==> src/rtl/assert_macros.svh <==
// ----------------------------------------------------------------------------
// assert_macros.svh
// Assertion helpers, used by the top level to check its own logic.
// ----------------------------------------------------------------------------
`ifndef ASSERT_MACROS_SVH
`define ASSERT_MACROS_SVH

// Concurrent check on the rising clock edge, skipped while reset is high.
`define ASSERT_CLK_RST(label, clk, rst, prop) \
  label: assert property (@(posedge clk) disable iff (rst) prop) \
    else $error("assertion failed");

// Concurrent check on the rising clock edge that holds during reset as well.
`define ASSERT_CLK(label, clk, prop) \
  label: assert property (@(posedge clk) prop) \
    else $error("assertion failed");

`endif

==> src/rtl/mer_pkg.sv <==
// ----------------------------------------------------------------------------
// mer_pkg
// Types and codes shared by the MIDI event remapper controller and datapath.
// ----------------------------------------------------------------------------
package mer_pkg;

  // Default number of tracks that carry events.
  localparam int TRACKS_DEFAULT = 16;

  // Upper nibble of the MIDI status byte.
  localparam logic [3:0] CMD_NOTE_OFF    = 4'h8;
  localparam logic [3:0] CMD_NOTE_ON     = 4'h9;
  localparam logic [3:0] CMD_PROGRAM     = 4'hC;
  localparam logic [3:0] CMD_PITCH_BEND  = 4'hE;

  // Result actions.
  localparam logic [1:0] ACT_NOTE_OFF    = 2'd0;
  localparam logic [1:0] ACT_NOTE_ON     = 2'd1;
  localparam logic [1:0] ACT_PROGRAM     = 2'd2;
  localparam logic [1:0] ACT_PITCH_BEND  = 2'd3;

  // Table select codes of a table write.
  localparam logic [2:0] TBL_FM_NOTE     = 3'd0;
  localparam logic [2:0] TBL_FM_VEL      = 3'd1;
  localparam logic [2:0] TBL_FM_MATCH    = 3'd2;
  localparam logic [2:0] TBL_MT_MATCH    = 3'd3;
  localparam logic [2:0] TBL_MT_VEL      = 3'd4;
  localparam logic [2:0] TBL_MT_NOTE     = 3'd5;
  localparam logic [2:0] TBL_HW_CHANNEL  = 3'd6;
  localparam logic [2:0] TBL_SUBST_PROG  = 3'd7;

  // Configuration register indexes.
  localparam int CFG_INDEX_W = 2;
  localparam logic [CFG_INDEX_W-1:0] REG_SYNTH_MODE   = 2'd0;
  localparam logic [CFG_INDEX_W-1:0] REG_FM_LOOKUP    = 2'd1;
  localparam logic [CFG_INDEX_W-1:0] REG_DRUM_SUBST   = 2'd2;

  // Hardware channel that carries drums.
  localparam logic [3:0] DRUM_CHANNEL = 4'd9;

  // Controller states.
  typedef enum logic [1:0] {
    ST_IDLE,
    ST_CALC,
    ST_DONE
  } mer_state_t;

  // Commands from the controller to the datapath.
  typedef struct packed {
    logic load;      // capture the accepted request
    logic calc;      // table reads, sums and program compares
    logic commit;    // finish the request
    logic load_out;  // load the output register with the result
  } mer_cmd_t;

  // Status from the datapath to the controller.
  typedef struct packed {
    logic has_result;
  } mer_status_t;

endpackage

==> src/rtl/mer_ctrl.sv <==
// ----------------------------------------------------------------------------
// mer_ctrl
// Sequencer for one request at a time and the output valid flag.
// ----------------------------------------------------------------------------
module mer_ctrl (
  input  logic                 clk,
  input  logic                 rst,
  input  logic                 in_valid,
  output logic                 in_ready,
  output logic                 out_valid,
  input  logic                 out_ready,
  input  mer_pkg::mer_status_t status,
  output mer_pkg::mer_cmd_t    cmd
);

  mer_pkg::mer_state_t state;
  mer_pkg::mer_state_t state_next;
  logic                out_valid_next;
  logic                out_free;
  logic                finish;

  // State and output flag registers.
  always_ff @(posedge clk) begin
    if (rst) begin
      state     <= mer_pkg::ST_IDLE;
      out_valid <= 1'b0;
    end else begin
      state     <= state_next;
      out_valid <= out_valid_next;
    end
  end

  // Next state and commands.
  always_comb begin
    out_free     = !out_valid || out_ready;
    finish       = 1'b0;
    in_ready     = 1'b0;
    cmd          = '0;
    state_next   = state;
    case (state)
      mer_pkg::ST_IDLE: begin
        in_ready = 1'b1;
        if (in_valid) begin
          state_next = mer_pkg::ST_CALC;
        end
      end
      mer_pkg::ST_CALC: begin
        cmd.calc   = 1'b1;
        state_next = mer_pkg::ST_DONE;
      end
      mer_pkg::ST_DONE: begin
        // A result waits here until the output register is free.
        finish       = out_free || !status.has_result;
        in_ready     = finish;
        cmd.commit   = finish;
        cmd.load_out = finish && status.has_result;
        if (finish) begin
          state_next = in_valid ? mer_pkg::ST_CALC : mer_pkg::ST_IDLE;
        end
      end
      default: begin
        state_next = mer_pkg::ST_IDLE;
      end
    endcase
    cmd.load = in_valid && in_ready;
    if (cmd.load_out) begin
      out_valid_next = 1'b1;
    end else if (out_ready) begin
      out_valid_next = 1'b0;
    end else begin
      out_valid_next = out_valid;
    end
  end

endmodule

==> src/rtl/mer_datapath.sv <==
// ----------------------------------------------------------------------------
// mer_datapath
// Remap tables, offset arithmetic, program search and the output register.
// ----------------------------------------------------------------------------
module mer_datapath #(
  parameter int TRACKS = mer_pkg::TRACKS_DEFAULT
) (
  input  logic                            clk,
  input  logic                            rst,
  input  mer_pkg::mer_cmd_t               cmd,
  output mer_pkg::mer_status_t            status,
  input  logic                            cfg_we,
  input  logic [mer_pkg::CFG_INDEX_W-1:0] cfg_index,
  input  logic                            cfg_data,
  input  logic                            kind,
  input  logic [3:0]                      track,
  input  logic [7:0]                      command,
  input  logic [6:0]                      param_one,
  input  logic [6:0]                      param_two,
  input  logic [2:0]                      table_select,
  input  logic [3:0]                      table_index,
  input  logic signed [15:0]              table_value,
  output logic [1:0]                      action,
  output logic [3:0]                      channel,
  output logic [6:0]                      note_out,
  output logic [6:0]                      velocity_out,
  output logic [6:0]                      program_out,
  output logic [6:0]                      bend_low,
  output logic [6:0]                      bend_high,
  output logic [3:0]                      instrument_out
);

  localparam int TRK_IDX_W = (TRACKS > 1) ? $clog2(TRACKS) : 1;

  // Saturate an 18-bit two's complement value to 0..127.
  function automatic logic [6:0] clamp7(input logic [17:0] v);
    logic [6:0] r;
    if (v[17]) begin
      r = 7'd0;
    end else if (|v[16:7]) begin
      r = 7'd127;
    end else begin
      r = v[6:0];
    end
    return r;
  endfunction

  // Position of the lowest set bit of an 8-bit vector.
  function automatic logic [2:0] first_set8(input logic [7:0] v);
    logic [2:0] r;
    r = 3'd0;
    for (int i = 7; i >= 0; i--) begin
      if (v[i]) begin
        r = 3'(i);
      end
    end
    return r;
  endfunction

  // Configuration registers.
  logic synth_mode;
  logic fm_instrument_lookup;
  logic drum_note_substitute;

  // Remap tables.
  logic [3:0]  track_instrument    [TRACKS];
  logic [15:0] fm_note_offsets     [16];
  logic [15:0] fm_velocity_offsets [16];
  logic [15:0] fm_program_matches  [16];
  logic [15:0] mt_program_matches  [16];
  logic [15:0] mt_velocity_offsets [16];
  logic [15:0] mt_note_offsets     [16];
  logic [3:0]  hw_channel_map      [16];
  logic [6:0]  substitute_programs [16];

  // Captured request.
  logic        item_kind;
  logic [3:0]  item_track;
  logic [3:0]  item_cmd;
  logic [6:0]  item_param_one;
  logic [6:0]  item_param_two;
  logic [2:0]  item_table_select;
  logic [3:0]  item_table_index;
  logic [15:0] item_table_value;

  // Calculation stage registers.
  logic [17:0] note_sum;
  logic [17:0] vel_sum;
  logic [15:0] match_vec;
  logic [3:0]  inst;
  logic [3:0]  hwc;

  // Calculation stage logic.
  logic [TRK_IDX_W-1:0] trk_idx;
  logic [3:0]  inst_rd;
  logic [3:0]  hwc_rd;
  logic [3:0]  fm_k;
  logic [15:0] note_off;
  logic [15:0] vel_off;
  logic        drum_sub;
  logic [17:0] note_sum_next;
  logic [17:0] vel_sum_next;
  logic [15:0] match_next;

  // Completion logic.
  logic        in_range;
  logic        is_note;
  logic        note_on;
  logic        vel_gate;
  logic [6:0]  vel_c;
  logic [12:0] vel_prod;
  logic        match_found;
  logic [3:0]  match_idx;
  logic        res_valid;
  logic [1:0]  res_action;
  logic [3:0]  res_channel;
  logic [6:0]  res_note;
  logic [6:0]  res_vel;
  logic [6:0]  res_program;
  logic [6:0]  res_bend_low;
  logic [6:0]  res_bend_high;
  logic [3:0]  res_instrument;

  // Configuration writes; an index beyond the register list is ignored.
  always_ff @(posedge clk) begin
    if (rst) begin
      synth_mode           <= 1'b0;
      fm_instrument_lookup <= 1'b0;
      drum_note_substitute <= 1'b0;
    end else if (cfg_we) begin
      case (cfg_index)
        mer_pkg::REG_SYNTH_MODE: synth_mode           <= cfg_data;
        mer_pkg::REG_FM_LOOKUP:  fm_instrument_lookup <= cfg_data;
        mer_pkg::REG_DRUM_SUBST: drum_note_substitute <= cfg_data;
        default: ;
      endcase
    end
  end

  // Capture the accepted request.
  always_ff @(posedge clk) begin
    if (cmd.load) begin
      item_kind         <= kind;
      item_track        <= track;
      item_cmd          <= command[7:4];
      item_param_one    <= param_one;
      item_param_two    <= param_two;
      item_table_select <= table_select;
      item_table_index  <= table_index;
      item_table_value  <= table_value;
    end
  end

  // Table reads, offset sums and the sixteen program compares.
  always_comb begin
    trk_idx  = item_track[TRK_IDX_W-1:0];
    inst_rd  = track_instrument[trk_idx];
    hwc_rd   = hw_channel_map[item_track];
    fm_k     = fm_instrument_lookup ? inst_rd : item_track;
    note_off = synth_mode ? mt_note_offsets[inst_rd] : fm_note_offsets[fm_k];
    vel_off  = synth_mode ? mt_velocity_offsets[inst_rd] : fm_velocity_offsets[fm_k];
    drum_sub = synth_mode && drum_note_substitute && (hwc_rd == mer_pkg::DRUM_CHANNEL);
    if (drum_sub) begin
      note_sum_next = {{2{note_off[15]}}, note_off};
    end else begin
      note_sum_next = {11'd0, item_param_one} + {{2{note_off[15]}}, note_off};
    end
    vel_sum_next = {11'd0, item_param_two} + {{2{vel_off[15]}}, vel_off};
    for (int k = 0; k < 16; k++) begin
      match_next[k] = (synth_mode ? mt_program_matches[k] : fm_program_matches[k])
                      == {9'd0, item_param_one};
    end
  end

  // Calculation stage registers and table writes.
  always_ff @(posedge clk) begin
    if (cmd.calc) begin
      note_sum  <= note_sum_next;
      vel_sum   <= vel_sum_next;
      match_vec <= match_next;
      inst      <= inst_rd;
      hwc       <= hwc_rd;
      if (item_kind) begin
        case (item_table_select)
          mer_pkg::TBL_FM_NOTE:    fm_note_offsets[item_table_index]     <= item_table_value;
          mer_pkg::TBL_FM_VEL:     fm_velocity_offsets[item_table_index] <= item_table_value;
          mer_pkg::TBL_FM_MATCH:   fm_program_matches[item_table_index]  <= item_table_value;
          mer_pkg::TBL_MT_MATCH:   mt_program_matches[item_table_index]  <= item_table_value;
          mer_pkg::TBL_MT_VEL:     mt_velocity_offsets[item_table_index] <= item_table_value;
          mer_pkg::TBL_MT_NOTE:    mt_note_offsets[item_table_index]     <= item_table_value;
          mer_pkg::TBL_HW_CHANNEL: hw_channel_map[item_table_index] <= item_table_value[3:0];
          default: substitute_programs[item_table_index] <= item_table_value[6:0];
        endcase
      end
    end
  end

  // Result formation from the stage registers.
  always_comb begin
    in_range = ({1'b0, item_track} < 5'(TRACKS));
    is_note  = (item_cmd == mer_pkg::CMD_NOTE_OFF) || (item_cmd == mer_pkg::CMD_NOTE_ON);
    note_on  = (item_cmd == mer_pkg::CMD_NOTE_ON) && (item_param_two != 7'd0);
    vel_gate = note_on || (item_cmd == mer_pkg::CMD_NOTE_OFF);
    vel_c    = vel_gate ? clamp7(vel_sum) : 7'd0;
    // Scale by 63/64: v * 63 is v * 64 - v.
    vel_prod = {vel_c, 6'd0} - {6'd0, vel_c};

    // Lowest matching program entry, split into two halves of eight.
    match_found = |match_vec;
    if (|match_vec[7:0]) begin
      match_idx = {1'b0, first_set8(match_vec[7:0])};
    end else begin
      match_idx = {1'b1, first_set8(match_vec[15:8])};
    end

    res_valid      = 1'b0;
    res_action     = mer_pkg::ACT_NOTE_OFF;
    res_channel    = synth_mode ? hwc : item_track;
    res_note       = 7'd0;
    res_vel        = 7'd0;
    res_program    = 7'd0;
    res_bend_low   = 7'd0;
    res_bend_high  = 7'd0;
    res_instrument = 4'd0;
    if (!item_kind && in_range) begin
      if (is_note) begin
        res_valid  = 1'b1;
        res_action = note_on ? mer_pkg::ACT_NOTE_ON : mer_pkg::ACT_NOTE_OFF;
        res_note   = clamp7(note_sum);
        if (synth_mode) begin
          res_vel = vel_prod[12:6];
        end else begin
          res_vel        = vel_c;
          res_instrument = inst;
        end
      end else if (item_cmd == mer_pkg::CMD_PROGRAM) begin
        if (synth_mode && match_found) begin
          res_valid   = 1'b1;
          res_action  = mer_pkg::ACT_PROGRAM;
          res_program = substitute_programs[match_idx];
        end
      end else if (item_cmd == mer_pkg::CMD_PITCH_BEND) begin
        res_valid     = 1'b1;
        res_action    = mer_pkg::ACT_PITCH_BEND;
        res_bend_low  = item_param_one;
        res_bend_high = item_param_two;
      end
    end
    status.has_result = res_valid;
  end

  // Track instruments; an FM program change retargets the track.
  always_ff @(posedge clk) begin
    if (rst) begin
      for (int i = 0; i < TRACKS; i++) begin
        track_instrument[i] <= 4'(i);
      end
    end else if (cmd.commit && !item_kind && in_range && !synth_mode
                 && fm_instrument_lookup && match_found
                 && (item_cmd == mer_pkg::CMD_PROGRAM)) begin
      track_instrument[trk_idx] <= match_idx;
    end
  end

  // Output register.
  always_ff @(posedge clk) begin
    if (cmd.load_out) begin
      action         <= res_action;
      channel        <= res_channel;
      note_out       <= res_note;
      velocity_out   <= res_vel;
      program_out    <= res_program;
      bend_low       <= res_bend_low;
      bend_high      <= res_bend_high;
      instrument_out <= res_instrument;
    end
  end

endmodule

==> src/rtl/midi_event_remapper_top.sv <==
// Steps: capture, then the table read and compare stage, then completion, which loads any
// result into the output register. A new request is taken in the completion state
// while the output register is free; a result that finds it still full holds the input.
// Program search compares all sixteen entries in the calculation cycle.
// Reset (rst, synchronous, active high): config cleared, track i plays instrument i,
// remap tables stay undefined until written; no clearing pass.
// ----------------------------------------------------------------------------
// midi_event_remapper_top
// Remaps MIDI channel events of a track into synth commands.
// ----------------------------------------------------------------------------
`include "assert_macros.svh"

module midi_event_remapper_top #(
  parameter int TRACKS = mer_pkg::TRACKS_DEFAULT
) (
  input  logic                            clk,
  input  logic                            rst,
  input  logic                            in_valid,
  output logic                            in_ready,
  input  logic                            kind,
  input  logic [3:0]                      track,
  input  logic [7:0]                      command,
  input  logic [6:0]                      param_one,
  input  logic [6:0]                      param_two,
  input  logic [2:0]                      table_select,
  input  logic [3:0]                      table_index,
  input  logic signed [15:0]              table_value,
  output logic                            out_valid,
  input  logic                            out_ready,
  output logic [1:0]                      action,
  output logic [3:0]                      channel,
  output logic [6:0]                      note_out,
  output logic [6:0]                      velocity_out,
  output logic [6:0]                      program_out,
  output logic [6:0]                      bend_low,
  output logic [6:0]                      bend_high,
  output logic [3:0]                      instrument_out,
  input  logic                            cfg_valid,
  output logic                            cfg_ready,
  input  logic [mer_pkg::CFG_INDEX_W-1:0] cfg_index,
  input  logic                            cfg_data
);

  mer_pkg::mer_cmd_t    cmd;
  mer_pkg::mer_status_t status;

  // Configuration writes are always taken.
  assign cfg_ready = 1'b1;

  // Sequencer.
  mer_ctrl u_ctrl (
    .clk       (clk),
    .rst       (rst),
    .in_valid  (in_valid),
    .in_ready  (in_ready),
    .out_valid (out_valid),
    .out_ready (out_ready),
    .status    (status),
    .cmd       (cmd)
  );

  // Tables and arithmetic.
  mer_datapath #(
    .TRACKS (TRACKS)
  ) u_datapath (
    .clk            (clk),
    .rst            (rst),
    .cmd            (cmd),
    .status         (status),
    .cfg_we         (cfg_valid && cfg_ready),
    .cfg_index      (cfg_index),
    .cfg_data       (cfg_data),
    .kind           (kind),
    .track          (track),
    .command        (command),
    .param_one      (param_one),
    .param_two      (param_two),
    .table_select   (table_select),
    .table_index    (table_index),
    .table_value    (table_value),
    .action         (action),
    .channel        (channel),
    .note_out       (note_out),
    .velocity_out   (velocity_out),
    .program_out    (program_out),
    .bend_low       (bend_low),
    .bend_high      (bend_high),
    .instrument_out (instrument_out)
  );

  // An accepted request always goes through the calculation cycle next.
  `ASSERT_CLK_RST(a_accept_then_calc, clk, rst, (in_valid && in_ready) |=> (cmd.calc && !in_ready))
  // A result never overwrites one that has not been taken.
  `ASSERT_CLK_RST(a_no_overwrite, clk, rst, cmd.load_out |-> (!out_valid || out_ready))
  // Calculation and completion never happen in the same cycle.
  `ASSERT_CLK(a_calc_commit_apart, clk, $onehot0({cmd.calc, cmd.commit}))

endmodule

==> config.mk <==
export PLATFORM = sky130hd
export DESIGN_NAME = midi_event_remapper_top
export DESIGN_NICKNAME = d
export VERILOG_FILES = /design/src/rtl/mer_pkg.sv /design/src/rtl/mer_ctrl.sv /design/src/rtl/mer_datapath.sv /design/src/rtl/midi_event_remapper_top.sv
export VERILOG_INCLUDE_DIRS = /design/src /design/src/rtl
export SDC_FILE = /design/constraint.sdc
export NUM_CORES = 2
export LEC_CHECK = 0
export BUFFER_PORTS_ARGS = -buffer_cell sky130_fd_sc_hd__buf_2
export CORE_MARGIN = 3
export CORE_UTILIZATION = 35
export CTS_CLUSTER_SIZE = 25
export DETAILED_ROUTE_END_ITERATION = 6
export PLACE_DENSITY = 0.5
export SLEW_MARGIN = 20
export SYNTH_ARGS = -nofsm -noshare
export SYNTH_HDL_FRONTEND = slang
export SYNTH_SLANG_ARGS = --single-unit
==> constraint.sdc <==
create_clock -name clk -period 6.3 [get_ports clk]
set_clock_uncertainty 0.05 [all_clocks]
set_input_delay 0.63 -clock clk [delete_from_list [all_inputs] [get_ports clk]]
set_output_delay 0.63 -clock clk [all_outputs]
set_load 0.03 [all_outputs]
==> impl_metrics.yaml <==
route:
  via_per_inst: 5.33
  wl_met3_um: 11300
  routedWlPerCell_um: 26.5
  dr.pass1.iters: 7
  totalWireLength_um: 228000
  wl_met1_um: 98300
  drtIter0Drc: 3903
  vias: 45800
  antenna_left: 0
  met2WireLength_um: 112000
  top_layer: "met4"
  drc_errors: 3
clock_tree:
  cts_buffers: 199
  clk_pin_slew_ps: 60
  cts_tree: "done"
  cts-root-buf: "clkbuf_16"
  post_cts_buffers: 0
  cts.htree.levels: 4
  cts_sinks: 1935
  clock_latency_ps: 830
  cts_max_path_buffers: 3
worst_setup_path:
  path_delay_family: "compound AO/OA/AOI/OAI gates"
  r2r_setup_slack_ps: 420
  path_depth: 23
  slowest_delay_ps: 500
  worstPathMaxFanout: 23
  startpoint_type: "register"
  reg2reg_to: "u_datapath.note_sum[15]"
  path_class: "reg2reg"
  crit_slowest_cell: "dfxtp_1"
  arrival_ps: 6400
  worst-path-buf-inv: 3
  reg2reg_depth: 23
  worstPathCellList: "buf_4 > and2_1 > a222oi_1 > and2_1 > or2_4 > inv_4 > buf_4 > nand3_1 > a21oi_1 > nor2_1 > o211ai_1 > o21ai_0 > ha_1 > a21oi_1 > nand2_1 > and2_1 > o21ai_0 > nand2b_1 > a21oi_1 > nor2b_1 > o21a_1 > nand4_1 > xnor2_1"
  crit_end: "u_datapath.note_sum[15]"
  cp.required_ps: 6820
  worstSetupEndpointType: "register"
synthesis:
  netlist.area_leader.share_pct: 74.9
  yosysSeqAreaShare_pct: 75.2
  netlist.top_cell.by_area: "edfxtp_1"
  synthSimpleGateAreaFrac_pct: 12.3
  synth_edf_count: 1925
  synth-compound-area-share_pct: 4.44
  synth_xor_xnor_area_share_pct: 1.65
  syn_area_um2: 77200
  synth_top_family_by_area: "simple AND/OR/NAND/NOR gates"
  syn_inst: 5270
  yosys-top-cells-area: "edfxtp_1 (75%), nand2_1 (4.6%), nand3_1 (3.5%), mux2i_1 (2.9%), nor2_1 (1.3%)"
  synth_fa_ha_area_share_pct: 0.328
  synth_mux_area_share_pct: 4.03
  synthFlopType: "edfxtp_1"
  ys_ff_latch: 1935
  synth_area_per_cell_um2: 14.6
  synthArstFlopShare_pct: 0
  synth.distinct_cells: 101
  synth_nets: 5347
  yosys_warnings: 0
final_layout:
  area_growth_pct: 15.1
  fin_nets: 5655
  fin_util_pct: 40.7
  num-fill-cells: 20100
  final_cell_mix: "edfxtp_1 (1925), nand2_1 (937), nand3_1 (542)"
  layoutNonFillerInstCount: 8598
  multi_input_area_um2: 17800
  regArea_um2: 58000
  drive_gt1_share_pct: 13.5
  final_common_cell: "edfxtp_1"
sta:
  rsz0062_at_grt: "false"
  setup_viol: 0
  setup-tns-final_ps: 0
  final.period_utilization_pct: 93.3
  finalMaxSlewViolations: 0
  hold_viol_final: 0
  max_freq_mhz: 170
  min_period_ps: 5880
  timing.hold.ws_ps: 91.0
  slew_headroom_pct: 22.6
  tightest_slew_ps: 1150
grt:
  grt_remaining_overflow: 0
  antenna_found_initial: 13
  grt_max_degree: 129
  grt_pass1_wl_um: 326000
  grt_pass1_vias: 45100
  track_usage_pct: 19.8
pwr:
  leakagePower_uw: 0.0293
  p_per_area_nw_per_um2: 319
  ir_drop_mv: 0.247
floorplan:
  core-area_um2: 218000
  die_area_um2: 226000
  ios: 106
  die_y_um: 476
  rows: 171
  die_width_um: 476
  start_util_pct: 35.4
run_status:
  violations: "DRC"
  status: "finished with violations"
worst_hold_path:
  hold_start: "track[2]"
  hold_class: "in2reg"
placed_design:
  hpwlAfterDp_um: 137000
  dp.cells: 8187
  portBuffers: 100
  gp_congestion: 0.792
job:
  maxCapViolations: 0
-- through the flow --
stage	cell area [µm²]	total power (µW)	setup WS (ps)
floorplan	77200	16100	1070
global placement	82000	17100	386
detailed placement	82100	17100	384
CTS	88800	28600	348
global route	88800	29300	16.8
finish	88800	28300	423
-- final cells by class --
class | count | area share (%)
sequential | 1935 | 65.3
inverter | 38 | 0.175
antenna | 8 | 0.0225
clock buffer | 255 | 5.98
tap | 2854 | 4.02
multi-input combinational | 3010 | 20.1
timing repair buffer | 394 | 3.37
clock inverter | 104 | 1.09
-- worst min-delay path by stage --
stage	cells past startpoint	to
6_report	1	u_datapath.item_track[2]
4_1_cts	1	u_datapath.item_track[2]
5_1_grt	1	u_datapath.item_track[2]
2_1_floorplan	2	u_datapath.drum_note_substitute
3_5_place_dp	2	u_datapath.drum_note_substitute
3_3_place_gp	2	u_datapath.drum_note_substitute
-- synthesized netlist by cell type (18+ instances only) --
master and n:
mux2_2 29, edfxtp_1 1925, mux2i_1 225, clkbuf_1 112
a211oi_1 53, xnor2_1 90, buf_2 94, a31oi_1 41
nand3_1 543, nor3_1 34, a21oi_1 103, o21ai_0 45
and3_1 75, a311oi_1 41, or4_1 18, buf_1 45
xor2_1 55, nor4_1 70, nand2_1 940, nand4_1 28
nand2b_1 22, nor2_1 270, mux4_2 23, nor2b_1 29
inv_1 30, o211ai_1 22
-- worst reg2reg max path, delay by kind of cell (launching register included) --
kind,cells,cell delay [ps]
buffers and inverters,3,1050
flip-flops,1,500
AND/OR/NAND/NOR,10,1650
XOR/XNOR,1,70
adder cells (fa/ha/maj),1,400
AO/OA/AOI/OAI,8,1900
-- logic make-up after synthesis --
family / Yosys count
other cells: 1
simple gates: 2090
xor+xnor: 145
buf+inv: 325
fa+ha+maj: 19
compound gates: 477
mux: 278
flops: 1935
-- sequential cells by signal (all words and copies together) (netlist names), 7 cells and up, named ones only --
register	cells
u_datapath.bend_high	7
u_datapath.fm_velocity_offsets	256
u_datapath.note_sum	17
u_datapath.track_instrument	64
u_datapath.item_param_one	7
u_datapath.note_out	7
u_datapath.match_vec	16
u_datapath.fm_program_matches	256
u_datapath.item_table_value	16
u_datapath.bend_low	7
u_datapath.velocity_out	7
u_datapath.program_out	7
u_datapath.item_param_two	7
u_datapath.hw_channel_map	64
u_datapath.vel_sum	17
u_datapath.fm_note_offsets	256
u_datapath.substitute_programs	112
u_datapath.mt_program_matches	256
u_datapath.mt_velocity_offsets	256
u_datapath.mt_note_offsets	256
-- where the power goes --
group	internal [µW]	leakage [µW]	switching (µW)
logic	734	0.00883	1760
registers	14300	0.0174	58.1
clock network	6480	0.00305	5010
total	21500	0.0293	6830
-- per-layer routing --
layer | GRT usage, % | vias to the layer above
met1 | 26.6 | 23700
met2 | 33.5 | 1285
met3 | 2.79 | 288
met5 | 0 | -
li1 | - | 20500
met4 | 5.76 | 0
-- what timing repair did --
item	4_1_cts	5_1_grt
endpoints found under the setup margin	0	5
endpoints found under the hold margin	46	0
hold buffers	44	0
gates resized for setup	0	1
Note: power is estimated with default switching activity, not from simulation.
